<file path="config.mk">
export PLATFORM = sky130hd
export DESIGN_NAME = ddrf_window
export DESIGN_NICKNAME = d
export VERILOG_FILES = /design/src/design/drop_detect_report_framer_macros.svh /design/src/design/ddrf_pkg.sv /design/src/design/ddrf_window.sv
export SDC_FILE = /design/constraint.sdc
export NUM_CORES = 1
export LEC_CHECK = 0
export BUFFER_PORTS_ARGS = -buffer_cell sky130_fd_sc_hd__buf_2
export CAP_MARGIN = 40
export CORE_MARGIN = 3
export CORE_UTILIZATION = 48
export CTS_CLUSTER_SIZE = 8
export DETAILED_ROUTE_END_ITERATION = 10
export PLACE_DENSITY = 0.77
export SLEW_MARGIN = 20
export SYNTH_ARGS = -nofsm -noshare
export SYNTH_HDL_FRONTEND = slang
export SYNTH_SLANG_ARGS = --single-unit
</file>
<file path="constraint.sdc">
create_clock -name clk -period 5.1 [get_ports clk]
set_input_delay 0.765 -clock clk [delete_from_list [all_inputs] [get_ports clk]]
set_output_delay 0.765 -clock clk [all_outputs]
set_load 0.05 [all_outputs]
</file>
<file path="src/design/drop_detect_report_framer_macros.svh">
// assertion macros shared by the drop-detect report framer rtl
// no dependencies; taken in by `include with the bare file name
`ifndef DROP_DETECT_REPORT_FRAMER_MACROS_SVH
`define DROP_DETECT_REPORT_FRAMER_MACROS_SVH

// same-cycle implication, off while reset is asserted
`define DDRF_ASSERT_IMPLY(label, clk, rst_n, ante, cons) \
    label: assert property (@(posedge clk) disable iff (!rst_n) (ante) |-> (cons)) \
        else $error("ddrf assertion failed");

// next-cycle implication, off while reset is asserted
`define DDRF_ASSERT_NEXT(label, clk, rst_n, ante, cons) \
    label: assert property (@(posedge clk) disable iff (!rst_n) (ante) |=> (cons)) \
        else $error("ddrf assertion failed");

`endif

</file>
<file path="src/design/ddrf_pkg.sv">
// shared types and constants of the drop-detect report framer
// no dependencies; used by the window, base table, serializer and top-level modules
`default_nettype none

package ddrf_pkg;

    // field widths
    localparam int SAMPLE_W = 16;
    localparam int THRESH_W = 20;
    localparam int PERIOD_W = 8;
    localparam int NODE_W   = 16;
    localparam int RSSI_W   = 16;
    localparam int ID_W     = 16;
    localparam int KIND_W   = 8;
    localparam int CFG_W    = 20;
    localparam int REG_IDX_W = 2;

    // operation codes
    localparam logic OP_SAMPLE_TICK = 1'b0;
    localparam logic OP_BEACON      = 1'b1;

    // register indexes
    localparam logic [REG_IDX_W-1:0] REG_DROP_THRESHOLD  = 2'd0;
    localparam logic [REG_IDX_W-1:0] REG_CLEAR_PERIOD    = 2'd1;
    localparam logic [REG_IDX_W-1:0] REG_NODE_IDENTIFIER = 2'd2;
    localparam logic [REG_IDX_W-1:0] REG_CLEARED_RSSI    = 2'd3;

    // register reset values
    localparam logic [THRESH_W-1:0]      DROP_THRESHOLD_RST  = 20'd500;
    localparam logic [PERIOD_W-1:0]      CLEAR_PERIOD_RST    = 8'd35;
    localparam logic [NODE_W-1:0]        NODE_IDENTIFIER_RST = 16'd1;
    localparam logic signed [RSSI_W-1:0] CLEARED_RSSI_RST    = -16'sd100;

    // beacon kind that masks the base id to its low byte
    localparam logic [KIND_W-1:0] KIND_SHORT_ID = 8'h00;
    localparam logic [ID_W-1:0]   SHORT_ID_MASK = 16'h00FF;

    // frame layout
    localparam logic [7:0] FRAME_SYNC     = 8'hFF;
    localparam logic [7:0] FRAME_PROTO    = 8'h01;
    localparam logic [7:0] FRAME_PAD      = 8'h00;
    localparam logic [7:0] EVENT_DROP     = 8'h01;
    localparam int         HDR_LEN        = 12;
    localparam int         ENTRY_LEN      = 4;
    localparam int         CSUM_START     = 3;
    localparam int         LEN_BASE       = 3;
    localparam logic [7:0] FRAME_CNT_RST  = 8'h01;
    localparam logic [7:0] FRAME_CNT_MAX  = 8'hFF;

    typedef struct packed {
        logic                       operation;
        logic [SAMPLE_W-1:0]        sample_value;
        logic [KIND_W-1:0]          beacon_kind;
        logic [ID_W-1:0]            beacon_base_id;
        logic signed [RSSI_W-1:0]   link_rssi;
    } in_item_t;

    typedef struct packed {
        logic [7:0] frame_byte;
        logic       frame_last;
    } out_item_t;

    // item moves into the state logic this cycle
    typedef struct packed {
        logic tick;
        logic beacon;
    } go_t;

    // frame serializer status
    typedef struct packed {
        logic busy;
        logic free;
    } ser_status_t;

endpackage

`default_nettype wire

</file>
<file path="src/design/ddrf_window.sv">
// sample window: shift line of the last samples with a running sum
// depends on ddrf_pkg
`default_nettype none

module ddrf_window #(
    parameter int WINDOW_LEN = 6
) (
    input  wire logic                          clk,
    input  wire logic                          rst_n,
    input  wire logic                          advance,
    input  wire logic [ddrf_pkg::SAMPLE_W-1:0] sample_value,
    input  wire logic [ddrf_pkg::THRESH_W-1:0] drop_threshold,
    output logic                               drop
);
    localparam int SUM_W = ddrf_pkg::SAMPLE_W + $clog2(WINDOW_LEN);
    localparam int CMP_W = (SUM_W > ddrf_pkg::THRESH_W) ? SUM_W : ddrf_pkg::THRESH_W;

    logic [ddrf_pkg::SAMPLE_W-1:0] taps_reg [WINDOW_LEN];
    logic [SUM_W-1:0]              sum_reg;
    logic [SUM_W-1:0]              sum_next;

    // oldest sample leaves, new one enters
    assign sum_next = sum_reg + SUM_W'(sample_value) - SUM_W'(taps_reg[WINDOW_LEN-1]);
    assign drop     = CMP_W'(sum_next) > CMP_W'(drop_threshold);

    always_ff @(posedge clk or negedge rst_n)
    begin
        if (!rst_n)
        begin
            for (int i = 0; i < WINDOW_LEN; i++)
            begin
                taps_reg[i] <= '0;
            end
            sum_reg <= '0;
        end
        else if (advance)
        begin
            taps_reg[0] <= sample_value;
            for (int i = 1; i < WINDOW_LEN; i++)
            begin
                taps_reg[i] <= taps_reg[i-1];
            end
            sum_reg <= sum_next;
        end
    end

endmodule

`default_nettype wire

</file>
==> qor.csv <==
stage,metric,value,unit
detailed_routing,Post-Route WL,12.14,mm
final_layout,Largest register FFs,96,
grt,number of global-route vias before repair,4477,
yosys,"top cells by count, synth","dfrtp_1 (115), mux2_2 (104), inv_1 (90)",
setup_path,WP data arrival,4.23,ns
grt,GRT Util Overall,18.50,%
placement,Post-DP HPWL,8.568,mm
detailed_routing,1st-pass router iterations,6,
grt,GRT busiest layer,met2,
sta,fin crit share,97.99,%
clock_network,CTS clock-pin slew for the worst setup and hold paths,0.06,ns
yosys,Synth area leader,dfrtp_1,
setup_path,CP max FO,3,
grt,global-route wire length before repair,20.96,mm
final_layout,design area,7742,um2
sta,Worst-Margin Slew,0.6091,ns
die,Die H,119.8,um
sta,Final TNS setup,0,ns
sta,Final Hold Vio Count,0,
setup_path,Critical Path RT,4.34,ns
grt,met2 Use GR,30.86,%
sta,final setup violating endpoints,0,
min_path,Hold Path Class,primary input to async pin,
yosys,"FFs w/ async S/R, synth",100.0,%
yosys,synth unique cells,49,
outcome,status,completed,
die,FP Rows,40,
clock_network,clock buffer count from CTS,17,
final_layout,Layout Area Growth over Synthesis,24.66,%
final_layout,Multi-input gate area,3118,um2
placement,DP Area,6783,um2
job,max cap viols,0,
yosys,Synth Cell Area,6211,um2
yosys,most numerous cell in the Yosys netlist,dfrtp_1,
yosys,register area share after synthesis,46.33,%
yosys,top cell type's share of synthesized area,46.33,%
detailed_routing,DRC,0,
setup_path,CP Class,primary input to output pin,
grt,antenna violations before repair,0,
detailed_routing,"antenna viol nets, final",0,
setup_path,Critical Path Start Type,primary input,
sta,"Slew Viols, Final",0,
clock_network,TritonCTS clock tree,built,
clock_network,H-Tree Depth,4,
yosys,synth top area cells,"dfrtp_1 (46%), mux2_2 (19%), ha_1 (7.7%), inv_1 (5.4%), fa_1 (5.2%)",
grt,met1 Track Usage GR,22.29,%
final_layout,filler cell count,990,
placement,PortBufs,39,
sta,Final Skew,0.005619,ns
final_layout,Final #Nets,709,
yosys,Seq cells post-synth,115,
clock_network,root buffer cell,clkbuf_16,
die,overall die width,119.8,um
placement,GPL Wtd Cong,0.9172,
detailed_routing,wire per inst,15.23,um
setup_path,CP Capture Type,output pin,
yosys,Ys Warns,0,
yosys,Post-synth EDFFs,0,
clock_network,"Clk Latency, worst-skew pair",0.42,ns
clock_network,clock buffer depth,2,
grt,global route overflow,0,
setup_path,FF-to-FF path depth,10,
final_layout,fin util,62.89,%
yosys,top_reg_cell synth,dfrtp_1,
sta,min cycle time layout,4.998,ns
detailed_routing,DRT iter0 DRCs,162,
yosys,Post-Syn Nets,628,
clock_network,# clock sinks,115,
final_layout,register area,2878,um2
detailed_routing,via count,4181,
final_layout,n_diodes,0,
final_layout,share of cells above drive strength 1,39.43,%
sta,Fmax,200.1,MHz
die,Initial Utilization,50.45,%
grt,GRT met3 Usage,5.372,%
yosys,Post-Syn Instances,535,
grt,largest net degree at the start of global routing,75,
yosys,syn_area_per_cell,11.61,um2
die,die footprint,14340,um2
die,Core Box Area,12310,um2
sta,Relative slew margins,59.39,%
sta,RSZ-0062 raised after global routing,yes,
detailed_routing,routed vias/inst,5.246,
die,I/O pin cnt,40,
==> final timing paths <==
kind | from | endpoint | slack, ns
setup / recovery | sample_value[1] | drop | 0.10
hold / removal | rst_n | taps_reg[66] | 0.29
setup reg to reg | sum_reg[1] | sum_reg[12] | 2.15
hold reg to reg | taps_reg[34] | taps_reg[18] | 0.50
max in group asynchronous | rst_n | taps_reg[76] | 3.98
min in group clk | taps_reg[34] | taps_reg[18] | 0.50
==> placed cells by master, fill, tap and decap left out, types with 3 or more instances in the layout <==
master / n
nor3_1: 5
nand3_1: 8
and4_1: 4
o211ai_1: 4
bufinv_16: 5
nor2_1: 10
nand4_1: 5
o21bai_1: 3
inv_2: 4
mux2_2: 104
clkbuf_8: 3
buf_2: 36
ha_4: 6
a21o_1: 3
a21oi_2: 8
o21ai_1: 4
ha_1: 30
xnor2_1: 14
a21oi_1: 17
clkbuf_16: 17
xor2_1: 3
inv_1: 86
buf_4: 39
o21ai_0: 12
nand2_1: 16
nor2b_1: 3
fa_1: 15
inv_6: 3
dfrtp_1: 115
==> per-stage QoR <==
step	hold WS [ns]	worst slack (ns)	cells
floorplan	0.4619	0.1021	535
global placement	0.4780	-0.1425	753
detailed placement	0.4895	-0.2681	754
CTS	0.2964	0.03309	791
global route	0.3175	-0.09661	797
finish	0.2941	0.1023	797
==> critical path: stages <==
cell	delay, ns
buf_2	0.10
inv_1	0.06
fa_1	0.44
fa_2	0.36
and2b_1	0.25
o2111ai_2	0.16
and3b_4	0.22
o211ai_1	0.22
a21oi_1	0.12
xnor2_1	0.15
ha_1	0.28
nand4b_1	0.15
nor3_2	0.22
nand4_1	0.17
a21oi_2	0.15
nor3_2	0.06
a21oi_2	0.17
buf_6	0.18
==> routing by layer <==
layer | up-vias | routed length [um] | share of wire [%]
li1 | 1976 | - | -
met1 | 2091 | 5264 | 43
met2 | 81 | 6115 | 50
met3 | 33 | 441 | 3.6
met4 | 0 | 316 | 2.6
met5 | - | 0 | 0
==> logic make-up after synthesis <==
group / share of synthesized area, %
flops: 46.33
buf+inv: 6.487
mux: 18.86
compound gates: 7.212
simple gates: 5.762
fa+ha+maj: 12.81
xor+xnor: 2.538
==> cell type report <==
type / instances / share of cell area [%]
Clock buffer: 21 / 6.076
Clock inverter: 11 / 2.537
Inverter: 90 / 4.363
Multi-Input combinational cell: 314 / 40.27
Sequential cell: 115 / 37.17
Tap cell: 168 / 2.715
Timing Repair Buffer: 78 / 6.868
==> what timing repair did <==
item,in CTS,in global routing
pin swaps,4,20
hold buffers,0,0
setup endpoints to repair,1,1
cloned,0,0
buffers inserted,5,5
resized for setup,9,31
Power is left out: the tool's default activity adds up to more than one toggle a clock period on the data nets, which glitch-free logic cannot reach.
