### config.mk
export PLATFORM = sky130hd
export DESIGN_NAME = ddrf_base_table
export DESIGN_NICKNAME = d
export VERILOG_FILES = /design/src/design/drop_detect_report_framer_macros.svh /design/src/design/ddrf_pkg.sv /design/src/design/ddrf_base_table.sv
export SDC_FILE = /design/constraint.sdc
export NUM_CORES = 1
export LEC_CHECK = 0
export BUFFER_PORTS_ARGS = -buffer_cell sky130_fd_sc_hd__buf_2
export CAP_MARGIN = 5
export CORE_ASPECT_RATIO = 1.1
export CORE_MARGIN = 8
export CORE_UTILIZATION = 57
export CTS_CLUSTER_SIZE = 30
export DETAILED_ROUTE_END_ITERATION = 7
export PLACE_DENSITY = 0.85
export SLEW_MARGIN = 15
export SYNTH_ARGS = -nofsm -noshare
export SYNTH_HDL_FRONTEND = slang
export SYNTH_SLANG_ARGS = --single-unit
### constraint.sdc
create_clock -name clk -period 8.7 [get_ports clk]
set_clock_uncertainty 0.1 [all_clocks]
set_input_delay 0.87 -clock clk [delete_from_list [all_inputs] [get_ports clk]]
set_output_delay 0.87 -clock clk [all_outputs]
set_load 0.005 [all_outputs]
### src/design/drop_detect_report_framer_macros.svh
// assertion macros shared by the drop-detect report framer rtl
// no dependencies; taken in by `include with the bare file name
`ifndef DROP_DETECT_REPORT_FRAMER_MACROS_SVH
`define DROP_DETECT_REPORT_FRAMER_MACROS_SVH

// same-cycle implication, off while reset is asserted
`define DDRF_ASSERT_IMPLY(label, clk, rst_n, ante, cons) \
    label: assert property (@(posedge clk) disable iff (!rst_n) (ante) |-> (cons)) \
        else $error("ddrf assertion failed");

// next-cycle implication, off while reset is asserted
`define DDRF_ASSERT_NEXT(label, clk, rst_n, ante, cons) \
    label: assert property (@(posedge clk) disable iff (!rst_n) (ante) |=> (cons)) \
        else $error("ddrf assertion failed");

`endif

### src/design/ddrf_pkg.sv
// shared types and constants of the drop-detect report framer
// no dependencies; used by the window, base table, serializer and top-level modules
`default_nettype none

package ddrf_pkg;

    // field widths
    localparam int SAMPLE_W = 16;
    localparam int THRESH_W = 20;
    localparam int PERIOD_W = 8;
    localparam int NODE_W   = 16;
    localparam int RSSI_W   = 16;
    localparam int ID_W     = 16;
    localparam int KIND_W   = 8;
    localparam int CFG_W    = 20;
    localparam int REG_IDX_W = 2;

    // operation codes
    localparam logic OP_SAMPLE_TICK = 1'b0;
    localparam logic OP_BEACON      = 1'b1;

    // register indexes
    localparam logic [REG_IDX_W-1:0] REG_DROP_THRESHOLD  = 2'd0;
    localparam logic [REG_IDX_W-1:0] REG_CLEAR_PERIOD    = 2'd1;
    localparam logic [REG_IDX_W-1:0] REG_NODE_IDENTIFIER = 2'd2;
    localparam logic [REG_IDX_W-1:0] REG_CLEARED_RSSI    = 2'd3;

    // register reset values
    localparam logic [THRESH_W-1:0]      DROP_THRESHOLD_RST  = 20'd500;
    localparam logic [PERIOD_W-1:0]      CLEAR_PERIOD_RST    = 8'd35;
    localparam logic [NODE_W-1:0]        NODE_IDENTIFIER_RST = 16'd1;
    localparam logic signed [RSSI_W-1:0] CLEARED_RSSI_RST    = -16'sd100;

    // beacon kind that masks the base id to its low byte
    localparam logic [KIND_W-1:0] KIND_SHORT_ID = 8'h00;
    localparam logic [ID_W-1:0]   SHORT_ID_MASK = 16'h00FF;

    // frame layout
    localparam logic [7:0] FRAME_SYNC     = 8'hFF;
    localparam logic [7:0] FRAME_PROTO    = 8'h01;
    localparam logic [7:0] FRAME_PAD      = 8'h00;
    localparam logic [7:0] EVENT_DROP     = 8'h01;
    localparam int         HDR_LEN        = 12;
    localparam int         ENTRY_LEN      = 4;
    localparam int         CSUM_START     = 3;
    localparam int         LEN_BASE       = 3;
    localparam logic [7:0] FRAME_CNT_RST  = 8'h01;
    localparam logic [7:0] FRAME_CNT_MAX  = 8'hFF;

    typedef struct packed {
        logic                       operation;
        logic [SAMPLE_W-1:0]        sample_value;
        logic [KIND_W-1:0]          beacon_kind;
        logic [ID_W-1:0]            beacon_base_id;
        logic signed [RSSI_W-1:0]   link_rssi;
    } in_item_t;

    typedef struct packed {
        logic [7:0] frame_byte;
        logic       frame_last;
    } out_item_t;

    // item moves into the state logic this cycle
    typedef struct packed {
        logic tick;
        logic beacon;
    } go_t;

    // frame serializer status
    typedef struct packed {
        logic busy;
        logic free;
    } ser_status_t;

endpackage

`default_nettype wire

### src/design/ddrf_base_table.sv
// base station table with periodic rssi clear
// depends on ddrf_pkg
`default_nettype none

module ddrf_base_table #(
    parameter int BASE_ENTRIES = 2,
    localparam int CNT_W = $clog2(BASE_ENTRIES + 1)
) (
    input  wire logic                                 clk,
    input  wire logic                                 rst_n,
    input  wire ddrf_pkg::go_t                        go,
    input  wire logic [ddrf_pkg::KIND_W-1:0]          beacon_kind,
    input  wire logic [ddrf_pkg::ID_W-1:0]            beacon_base_id,
    input  wire logic signed [ddrf_pkg::RSSI_W-1:0]   link_rssi,
    input  wire logic [ddrf_pkg::PERIOD_W-1:0]        clear_period,
    input  wire logic signed [ddrf_pkg::RSSI_W-1:0]   cleared_rssi,
    output logic [ddrf_pkg::ID_W-1:0]                 ids [BASE_ENTRIES],
    output logic signed [ddrf_pkg::RSSI_W-1:0]        rssi_next [BASE_ENTRIES],
    output logic [CNT_W-1:0]                          base_count
);
    logic [ddrf_pkg::ID_W-1:0]          ids_reg [BASE_ENTRIES];
    logic [ddrf_pkg::ID_W-1:0]          ids_next [BASE_ENTRIES];
    logic signed [ddrf_pkg::RSSI_W-1:0] rssi_reg [BASE_ENTRIES];
    logic [CNT_W-1:0]                   count_reg;
    logic [CNT_W-1:0]                   count_next;
    logic [ddrf_pkg::PERIOD_W-1:0]      clr_cnt_reg;
    logic [ddrf_pkg::PERIOD_W-1:0]      clr_cnt_next;
    logic [ddrf_pkg::PERIOD_W-1:0]      clr_cnt_inc;
    logic [ddrf_pkg::ID_W-1:0]          beacon_id;
    logic                               found;

    assign beacon_id = (beacon_kind == ddrf_pkg::KIND_SHORT_ID)
                       ? (beacon_base_id & ddrf_pkg::SHORT_ID_MASK) : beacon_base_id;
    assign clr_cnt_inc = clr_cnt_reg + 1'b1;

    always_comb
    begin
        ids_next     = ids_reg;
        rssi_next    = rssi_reg;
        count_next   = count_reg;
        clr_cnt_next = clr_cnt_reg;
        found        = 1'b0;
        if (go.tick)
        begin
            clr_cnt_next = clr_cnt_inc;
            if (clr_cnt_inc >= clear_period)
            begin
                clr_cnt_next = '0;
                for (int k = 0; k < BASE_ENTRIES; k++)
                begin
                    rssi_next[k] = cleared_rssi;
                end
            end
        end
        else if (go.beacon)
        begin
            // first known entry with this id takes the rssi
            for (int k = 0; k < BASE_ENTRIES; k++)
            begin
                if (!found && (CNT_W'(k) < count_reg) && (ids_reg[k] == beacon_id))
                begin
                    found        = 1'b1;
                    rssi_next[k] = link_rssi;
                end
            end
            // new id only while there is room
            if (!found && (count_reg < CNT_W'(BASE_ENTRIES)))
            begin
                for (int k = 0; k < BASE_ENTRIES; k++)
                begin
                    if (CNT_W'(k) == count_reg)
                    begin
                        ids_next[k]  = beacon_id;
                        rssi_next[k] = link_rssi;
                    end
                end
                count_next = count_reg + 1'b1;
            end
        end
    end

    always_ff @(posedge clk or negedge rst_n)
    begin
        if (!rst_n)
        begin
            for (int k = 0; k < BASE_ENTRIES; k++)
            begin
                ids_reg[k]  <= '0;
                rssi_reg[k] <= '0;
            end
            count_reg   <= '0;
            clr_cnt_reg <= '0;
        end
        else
        begin
            ids_reg     <= ids_next;
            rssi_reg    <= rssi_next;
            count_reg   <= count_next;
            clr_cnt_reg <= clr_cnt_next;
        end
    end

    assign ids        = ids_reg;
    assign base_count = count_reg;

endmodule

`default_nettype wire

==> results of run 1 <==
[final timing paths]
kind / endpoint / depth (start not counted)
min: clr_cnt_reg[7] / 1
min reg2reg: clr_cnt_reg[7] / 1
min in group asynchronous: ids[2] / 1
max reg2reg: rssi_reg[9] / 12
max: rssi_next[14] / 9
max in group asynchronous: clr_cnt_reg[3] / 1
[power by group]
part	switching [mW]	internal [mW]	total (mW)	leakage [nW]
sequential	0.0528	0.434	0.487	0.966
combinational	0.286	0.234	0.520	1.63
clock	0.126	0.138	0.264	0.0962
total	0.465	0.806	1.27	2.70
[through the flow]
step / std cells / setup slack, ps
floorplan: 447 / 4670
global placement: 660 / 3740
detailed placement: 660 / 3740
CTS: 675 / 3700
global route: 676 / 3410
finish: 676 / 3690
[logic make-up after synthesis]
logic type,share of synthesized area
buf+inv,0.0581
fa+ha+maj,0.0293
xor+xnor,0.0579
mux,0.111
flops,0.395
simple gates,0.123
compound gates,0.226
[area by class of cell]
class	count	area (µm²)
Multi-Input combinational cell	309	2570
Clock inverter	3	40.0
Timing Repair Buffer	138	709
Sequential cell	74	1850
Fill cell	650	2380
Tap cell	108	135
Clock buffer	12	145
Inverter	32	120
[worst register-to-register path, cell delays in order (launching register included)]
cell      delay [ps]
dfrtp_1          440
ha_1             250
nand3_1          130
nor2_1           160
xnor2_1          170
ha_1             280
a21o_1           180
a21oi_1          130
buf_4            250
o21a_1           640
buf_4            390
mux2i_1          280
o221ai_2         140
[routing by layer]
metal | up-vias | global-route usage | share of wire
li1 | 1949 | - | -
met1 | 2062 | 0.301 | 0.40
met2 | 179 | 0.397 | 0.50
met3 | 36 | 0.0565 | 0.074
met4 | 0 | 0.104 | 0.029
met5 | - | 0 | 0
[cell usage in the layout (no fill, tap or decap), types with 16 or more instances in the layout]
cell / synthesis / routed
buf_2: 5 / 132
dfrtp_1: 74 / 74
o211ai_1: 49 / 49
mux2_1: 32 / 32
inv_1: 32 / 31
nand2_1: 23 / 23
xnor2_1: 19 / 19
nand4_1: 18 / 18
o311ai_1: 16 / 16
mux2i_1: 16 / 16
==> flow_metrics.env, run 1 <==
export IMPL_status="complete, no violations"
export IMPL_grt_pass1_vias=4557
export IMPL_portBuffers=133
export IMPL_synth_edf_count=0
export IMPL_tns_ps=0
export IMPL_num_antenna_cells=0
export IMPL_cp_max_fo=17
export IMPL_synth_cell_types=52
export IMPL_clock_latency_ps=350
export IMPL_final_util=0.700
export IMPL_io_pin_count=134
export IMPL_drt_iter0_drc=257
export IMPL_ys_seq_area_frac=0.395
export IMPL_hpwl_um=9870
export IMPL_drc=0
export IMPL_vias=4226
export IMPL_wire_per_inst_um=19.8
export IMPL_row_count=34
export IMPL_tritoncts="built"
export IMPL_slowest_delay_ps=620
export IMPL_crit_family="compound AO/OA/AOI/OAI gates"
export IMPL_min_from="clr_cnt_reg[7]"
export IMPL_h_tree_depth=3
export IMPL_antenna_found_initial=0
export IMPL_synth_seq_cells=74
export IMPL_finalNetCount=643
export IMPL_syn_area_mm2=0.00469
export IMPL_synth_ff_type="dfrtp_1"
export IMPL_critPathLaunch="beacon_kind[5]"
export IMPL_setup_viol=0
export IMPL_reg2reg_setup_slack_ps=4990
export IMPL_post_route_period_util=0.575
export IMPL_synth_warnings=0
export IMPL_synth_net_count=526
export IMPL_core_area_mm2=0.00796
export IMPL_worst_path_buf_inv=2
export IMPL_synth_cells=447
export IMPL_crit_type="in2out"
export IMPL_grt_max_degree=75
export IMPL_cts_buffer_depth=2
export IMPL_rsz0062_at_grt="no"
export IMPL_grt_pass1_wl_um=22600
export IMPL_total_power_mw=1.27
export IMPL_holdWs_ps=416
export IMPL_hold_viol=0
export IMPL_yosys_cell_count_top_type="dfrtp_1"
export IMPL_syn2layout_area_growth_pct=18.7
export IMPL_min_period_ps=5010
export IMPL_start_kind="input pin"
export IMPL_p_per_area_mw_per_mm2=228
export IMPL_finalInstanceArea_mm2=0.00557
export IMPL_cts_setup_buffers=0
export IMPL_synth_avg_cell_area_um2=10.5
export IMPL_ant_nets=0
export IMPL_max_freq_ghz=0.200
export IMPL_initial_core_util=0.590
export IMPL_dpl_cell_area_mm2=0.00537
export IMPL_hold_path_class="reg2reg"
export IMPL_hold_buffers=0
export IMPL_cp_end_kind="output port"
export IMPL_slew_headroom=0.239
export IMPL_async_flop_share=1.00
export IMPL_crit_required_ps=7730
export IMPL_synth_top_area_frac=0.395
export IMPL_clock_sinks=74
export IMPL_cts_buffers=9
export IMPL_crit_path_frequent_cell="buf_2"
export IMPL_post_cts_resized=0
export IMPL_grt_usage=0.245
export IMPL_clk_pin_slew_ps=70
export IMPL_peakVddDrop_mv=0.143
export IMPL_worstMarginPinSlew_ps=1130
export IMPL_synthTopCellsByCount="dfrtp_1 (74), o211ai_1 (49), inv_1 (32), mux2_1 (32), nand2_1 (23)"
export IMPL_cp_cell_sequence="buf_2, nor4_4, nand2_1, o21ai_0, a22oi_1, o32a_1, or2_1, o311ai_1, buf_2"
export IMPL_arrival_ps=4040
export IMPL_drive_gt1_frac=0.308
export IMPL_vias_per_cell=6.25
export IMPL_yosys_top_cells_area="dfrtp_1 (39%), o211ai_1 (7.8%), mux2_1 (7.7%), xnor2_1 (3.5%), mux2i_1 (3.4%)"
export IMPL_die_h_um=111
export IMPL_grt_overflow=0
export IMPL_r2r_start="clr_cnt_reg[0]"
export IMPL_dr_pass1_iters=5
export IMPL_slew_viol_final=0
export IMPL_place_gp_congestion=0.931
export IMPL_leakage_nw=2.70
export IMPL_die_area_mm2=0.0114
export IMPL_wirelength_um=13400
export IMPL_yosys_area_top_type="dfrtp_1"
export IMPL_drv_cap=0
export IMPL_root_buffer="clkbuf_8"
export IMPL_cp_slowest_cell="or2_1"
export IMPL_die_w_um=103
Note: power is estimated with default switching activity, not from simulation.
==> inputs of run 2 (changes only) <==
CORE_UTILIZATION = 53   (was 57)
PLACE_DENSITY = 0.8   (was 0.85)
clock period = 5.1 ns   (was 8.7 ns; I/O delays follow)
==> run 2 against run 1 <==
Clock-buffer cell count is the same. Setup slack worse by 2900 ps. Die area grew 6.4%. Power is 86% higher. Sequential cell count is the same. Core utilization decreased by 5.0 points. Non-clock buffer count grew 1. Register-to-register slack got worse by 3400 ps. Combinational power up 69%. Critical path type is now reg2out. Largest power group unchanged.
==> flow_metrics.env, run 2 (synthesized netlist as in run 1, its figures left out) <==
export IMPL_status="complete, no violations"
export IMPL_layout_cells_most_common="buf_2"
export IMPL_initial_core_util=0.537
export IMPL_ant_nets=0
export IMPL_tns_ps=0
export IMPL_post_cts_resized=0
export IMPL_p_sw_mw=0.804
export IMPL_vias=4170
export IMPL_hold_path_class="in2async"
export IMPL_place_gp_congestion=0.870
export IMPL_peakVddDrop_mv=0.219
export IMPL_cp_max_fo=26
export IMPL_wire_per_inst_um=19.3
export IMPL_clock_latency_ps=360
export IMPL_die_area_mm2=0.0121
export IMPL_crit_required_ps=4490
export IMPL_vias_per_cell=6.10
export IMPL_hpwl_um=9330
export IMPL_p_comb_frac=0.374
export IMPL_core_area_mm2=0.00874
export IMPL_worstMarginPinSlew_ps=1170
export IMPL_arrival_ps=3740
export IMPL_layout_common_cells="buf_2 (132), dfrtp_1 (74), o211ai_1 (49), mux2_1 (32), inv_1 (31)"
export IMPL_cts_buffers=9
export IMPL_clock_sinks=74
export IMPL_antenna_found_initial=0
export IMPL_slew_headroom=0.216
export IMPL_root_buffer="clkbuf_8"
export IMPL_reg2reg_setup_slack_ps=1640
export IMPL_dr_pass1_iters=5
export IMPL_crit_type="reg2out"
export IMPL_num_antenna_cells=0
export IMPL_min_period_ps=4350
export IMPL_tritoncts="built"
export IMPL_layout_cells_non_filler=684
export IMPL_drive_gt1_frac=0.314
export IMPL_cts_setup_buffers=0
export IMPL_rsz0062_at_grt="no"
export IMPL_drt_iter0_drc=306
export IMPL_die_w_um=106
export IMPL_cp_end_kind="output port"
export IMPL_max_freq_ghz=0.230
export IMPL_setup_viol=0
export IMPL_cts_buffer_depth=2
export IMPL_pwr_share_seq=0.354
export IMPL_multiInputGateArea_mm2=0.00257
export IMPL_seqCellArea_mm2=0.00185
export IMPL_wirelength_um=13200
export IMPL_grt_usage=0.221
export IMPL_post_route_period_util=0.852
export IMPL_start_kind="register"
export IMPL_drc=0
export IMPL_p_clk_frac=0.273
export IMPL_leakage_nw=2.75
export IMPL_hold_viol=0
export IMPL_h_tree_depth=3
export IMPL_grt_overflow=0
export IMPL_fillCellCount=728
export IMPL_grt_max_degree=75
export IMPL_dp_cells=667
export IMPL_grt_pass1_wl_um=21900
export IMPL_finalNetCount=644
export IMPL_drv_cap=0
export IMPL_p_per_area_mw_per_mm2=415
export IMPL_grt_pass1_vias=4320
export IMPL_portBuffers=133
export IMPL_total_power_mw=2.36
export IMPL_io_pin_count=134
export IMPL_row_count=36
export IMPL_switching_share=0.341
export IMPL_die_h_um=115
export IMPL_clk_pin_slew_ps=80
export IMPL_slew_viol_final=0
export IMPL_intPower_mw=1.55
export IMPL_syn2layout_area_growth_pct=21.1
export IMPL_hold_buffers=0
run 2: cell count changes in the layout (fill, tap and decap cells not counted):
cell and delta:
bufinv_16 +3, clkbuf_1 -2, clkbuf_8 +2, clkinv_2 -2, buf_4 +1
run 2: critical path, cell delays in order (launching register included):
cell      delay (ps)
dfrtp_1          450
ha_1             270
nand3_1          130
nor2_1           160
xnor2_1          160
ha_1             280
a21o_1           180
a21oi_1          130
buf_4            260
o21a_1           330
buf_4            410
mux2i_1          280
o221ai_2         140
buf_2            190
run 2: final timing paths:
path / startpoint / end / depth (start not counted)
hold / removal: rst_n / ids[17] / 1
setup / recovery: clr_cnt_reg[0] / rssi_next[8] / 13
hold reg to reg: clr_cnt_reg[7] / clr_cnt_reg[7] / 1
setup reg to reg: clr_cnt_reg[0] / rssi_reg[5] / 12
min in group clk: beacon_base_id[5] / ids[5] / 2
max in group asynchronous: rst_n / ids[10] / 1
run 2: layer usage:
layer / global-route usage / share of wire / up-vias
met5: 0 / 0 / -
met4: 0.0798 / 0.022 / 0
met3: 0.0473 / 0.063 / 25
met2: 0.357 / 0.49 / 173
met1: 0.283 / 0.43 / 2030
li1: - / - / 1942
run 2: layout make-up:
type                    count  share of cell area
clock inverters             4              0.0211
clock buffers              12              0.0290
inverters                  32              0.0211
well taps                 114              0.0251
flip-flops and latches     74               0.326
repair buffers            139               0.126
multi-input cells         309               0.452
run 2: power by group through the flow:
stage                     Sequential (mW)  Clock [mW]  Combinational [mW]
after floorplan                     0.817           0               0.564
after global placement              0.836           0               0.856
after detailed placement            0.842           0               0.879
after CTS                           0.831       0.652               0.885
after global routing                0.855       0.675               0.979
final                               0.834       0.643               0.881
run 2: stage by stage:
step / hold slack [ps] / area (µm²) / setup WS [ps] / util
finish: 165 / 5690 / 754 / 0.651
global route: 256 / 5690 / 423 / 0.651
CTS: 233 / 5670 / 765 / 0.649
detailed placement: 405 / 5390 / 840 / 0.617
global placement: 395 / 5390 / 1040 / 0.617
floorplan: 114 / 4690 / 1620 / -
==> inputs of run 3 (changes only) <==
ABC_AREA = 1   (was default)
CORE_UTILIZATION = 54   (was 53)
CTS_BUF_LIST = sky130_fd_sc_hd__clkbuf_8   (was default)
PLACE_DENSITY = 0.81   (was 0.8)
==> run 3 against run 2 <==
Non-clock buffer count is 5 lower. Core utilization is 1.0 points higher. Via count is 13% higher. Power is 21% lower. Fmax is 0.37% higher. Setup slack better by 16 ps. Sequential power is 13% lower. Sequential cell count stayed put. First-iteration DRC count is 22% lower. Clock power is 30% lower. Wire length is 0.70% lower. Largest power group is now sequential cells.
==> flow_metrics.env, run 3 <==
export IMPL_fillCellCount=768
export IMPL_ys_seq_area_frac=0.395
export IMPL_syn_area_mm2=0.00469
export IMPL_drive_gt1_frac=0.211
export IMPL_clock_sinks=74
export IMPL_drt_iter0_drc=238
export IMPL_place_gp_congestion=0.871
export IMPL_min_period_ps=4330
export IMPL_setup_viol=0
export IMPL_hold_viol=0
export IMPL_worstMarginPinSlew_ps=1090
export IMPL_synth_warnings=0
export IMPL_tns_ps=0
export IMPL_drv_cap=0
export IMPL_yosys_cell_count_top_type="nand2_1"
export IMPL_clk_pin_slew_ps=80
export IMPL_peakVddDrop_mv=0.171
export IMPL_p_comb_frac=0.364
export IMPL_yosys_area_top_type="dfrtp_1"
export IMPL_critPathLaunch="clr_cnt_reg[2]"
export IMPL_synth_avg_cell_area_um2=6.88
export IMPL_post_route_period_util=0.849
export IMPL_cp_cell_sequence="inv_1, nor3_1, nand4_1, nor2_1, xor2_1, inv_1, ha_1, a21oi_1, o21a_1, nand3_1, buf_4, o21ai_0, nand2_1, nand2_1, buf_2"
export IMPL_tritoncts="built"
export IMPL_crit_required_ps=4490
export IMPL_dr_pass1_iters=5
export IMPL_die_w_um=105
export IMPL_wire_per_inst_um=14.3
export IMPL_layout_cells_most_common="nand2_1"
export IMPL_crit_family="simple AND/OR/NAND/NOR gates"
export IMPL_cts_buffer_depth=2
export IMPL_vias_per_cell=5.14
export IMPL_synth_cells=682
export IMPL_vias=4708
export IMPL_layout_common_cells="nand2_1 (216), buf_2 (132), inv_1 (118), nand3_1 (86), dfrtp_1 (74)"
export IMPL_p_per_area_mw_per_mm2=334
export IMPL_p_sw_mw=0.687
export IMPL_yosys_top_cells_area="dfrtp_1 (39%), nand2_1 (17%), inv_1 (9.4%), nand3_1 (9.2%), o21ai_0 (6.3%)"
export IMPL_leakage_nw=3.25
export IMPL_row_count=35
export IMPL_portBuffers=133
export IMPL_rsz0062_at_grt="no"
export IMPL_max_freq_ghz=0.231
export IMPL_cp_end_kind="output port"
export IMPL_synthTopCellsByCount="nand2_1 (216), inv_1 (118), nand3_1 (86)"
export IMPL_cp_max_fo=30
export IMPL_synth_seq_cells=74
export IMPL_r2r_start="clr_cnt_reg[2]"
export IMPL_slew_headroom=0.275
export IMPL_cts_setup_buffers=0
export IMPL_crit_type="reg2out"
export IMPL_initial_core_util=0.558
export IMPL_antenna_found_initial=0
export IMPL_synth_edf_count=0
export IMPL_intPower_mw=1.17
export IMPL_wirelength_um=13100
export IMPL_arrival_ps=3720
export IMPL_grt_max_degree=75
export IMPL_cts_buffers=9
export IMPL_synth_cell_types=28
export IMPL_async_flop_share=1.00
export IMPL_core_area_mm2=0.00841
export IMPL_hpwl_um=9470
export IMPL_pwr_share_seq=0.393
export IMPL_die_h_um=114
export IMPL_io_pin_count=134
export IMPL_slowest_delay_ps=500
export IMPL_h_tree_depth=3
export IMPL_synth_net_count=761
export IMPL_slew_viol_final=0
export IMPL_synth_top_area_frac=0.395
export IMPL_switching_share=0.370
export IMPL_synth_ff_type="dfrtp_1"
export IMPL_total_power_mw=1.86
export IMPL_grt_overflow=0
export IMPL_cp_slowest_cell="nand3_1"
export IMPL_grt_usage=0.215
export IMPL_hold_buffers=0
export IMPL_grt_pass1_vias=4747
export IMPL_num_antenna_cells=0
export IMPL_ant_nets=0
export IMPL_hold_path_class="in2async"
export IMPL_worst_path_buf_inv=4
export IMPL_finalNetCount=879
export IMPL_drc=0
export IMPL_syn2layout_area_growth_pct=18.5
export IMPL_grt_pass1_wl_um=21700
export IMPL_status="complete, no violations"
export IMPL_root_buffer="clkbuf_8"
export IMPL_p_clk_frac=0.243
export IMPL_start_kind="register"
export IMPL_die_area_mm2=0.0119
export IMPL_post_cts_resized=0
export IMPL_clock_latency_ps=340
run 3: cell type report:
type | instances | area [µm²] | share of cell area
Tap cell | 111 | 139 | 0.0250
Clock buffer | 9 | 124 | 0.0223
Timing Repair Buffer | 134 | 676 | 0.122
Clock inverter | 7 | 70.1 | 0.0126
Sequential cell | 74 | 1850 | 0.333
Multi-Input combinational cell | 462 | 2250 | 0.405
Inverter | 119 | 447 | 0.0804
run 3: cells by family after synthesis:
logic type	Yosys count	share of synthesized area
adder cells (fa/ha/maj)	11	0.0293
XOR/XNOR	16	0.0315
AND/OR/NAND/NOR	352	0.327
buffers and inverters	146	0.125
AO/OA/AOI/OAI	83	0.0920
flip-flops	74	0.395
run 3: path summary, 6_finish.rpt:
check | endpoint | slack, ps | cells past startpoint
min | ids[4] | 200 | 1
max in group asynchronous | rssi_reg[6] | 4080 | 1
max reg2reg | rssi_reg[4] | 1660 | 15
max | rssi_next[21] | 770 | 15
min in group clk | ids[4] | 360 | 3
min reg2reg | ids[7] | 440 | 2
run 3: worst register-to-register path, cell delays in order (launching register included):
cell	delay, ps
dfrtp_1	370
inv_1	70
nor3_1	310
nand4_1	160
nor2_1	160
xor2_1	160
inv_1	70
ha_1	290
a21oi_1	150
o21a_1	140
nand3_1	500
buf_4	460
nand2_1	120
o21ai_0	90
nand2_1	90
nand2_1	90
run 3: per-stage QoR:
stage	instances	hold slack, ps	setup slack, ps	util	cell area (µm²)
4_1_cts	916	239	794	0.661	5560
3_5_place_dp	900	424	1180	0.638	5360
6_report	916	202	770	0.661	5560
5_1_grt	916	286	461	0.661	5560
2_1_floorplan	682	114	1810	-	4690
3_3_place_gp	900	406	1280	0.638	5360
run 3: power groups by stage:
stage	clock network, mW	registers [mW]	logic [mW]
3_5_place_dp	0	0.740	0.672
3_3_place_gp	0	0.737	0.647
6_report	0.451	0.729	0.676
2_1_floorplan	0	0.731	0.429
4_1_cts	0.460	0.728	0.677
5_1_grt	0.483	0.738	0.774
run 3: per-layer routing:
metal | wire length (µm) | vias to the layer above | track usage
met5 | 0 | - | 0
met4 | 206 | 0 | 0.0857
met3 | 798 | 24 | 0.0412
met2 | 6590 | 183 | 0.371
met1 | 5520 | 2164 | 0.259
li1 | - | 2337 | -
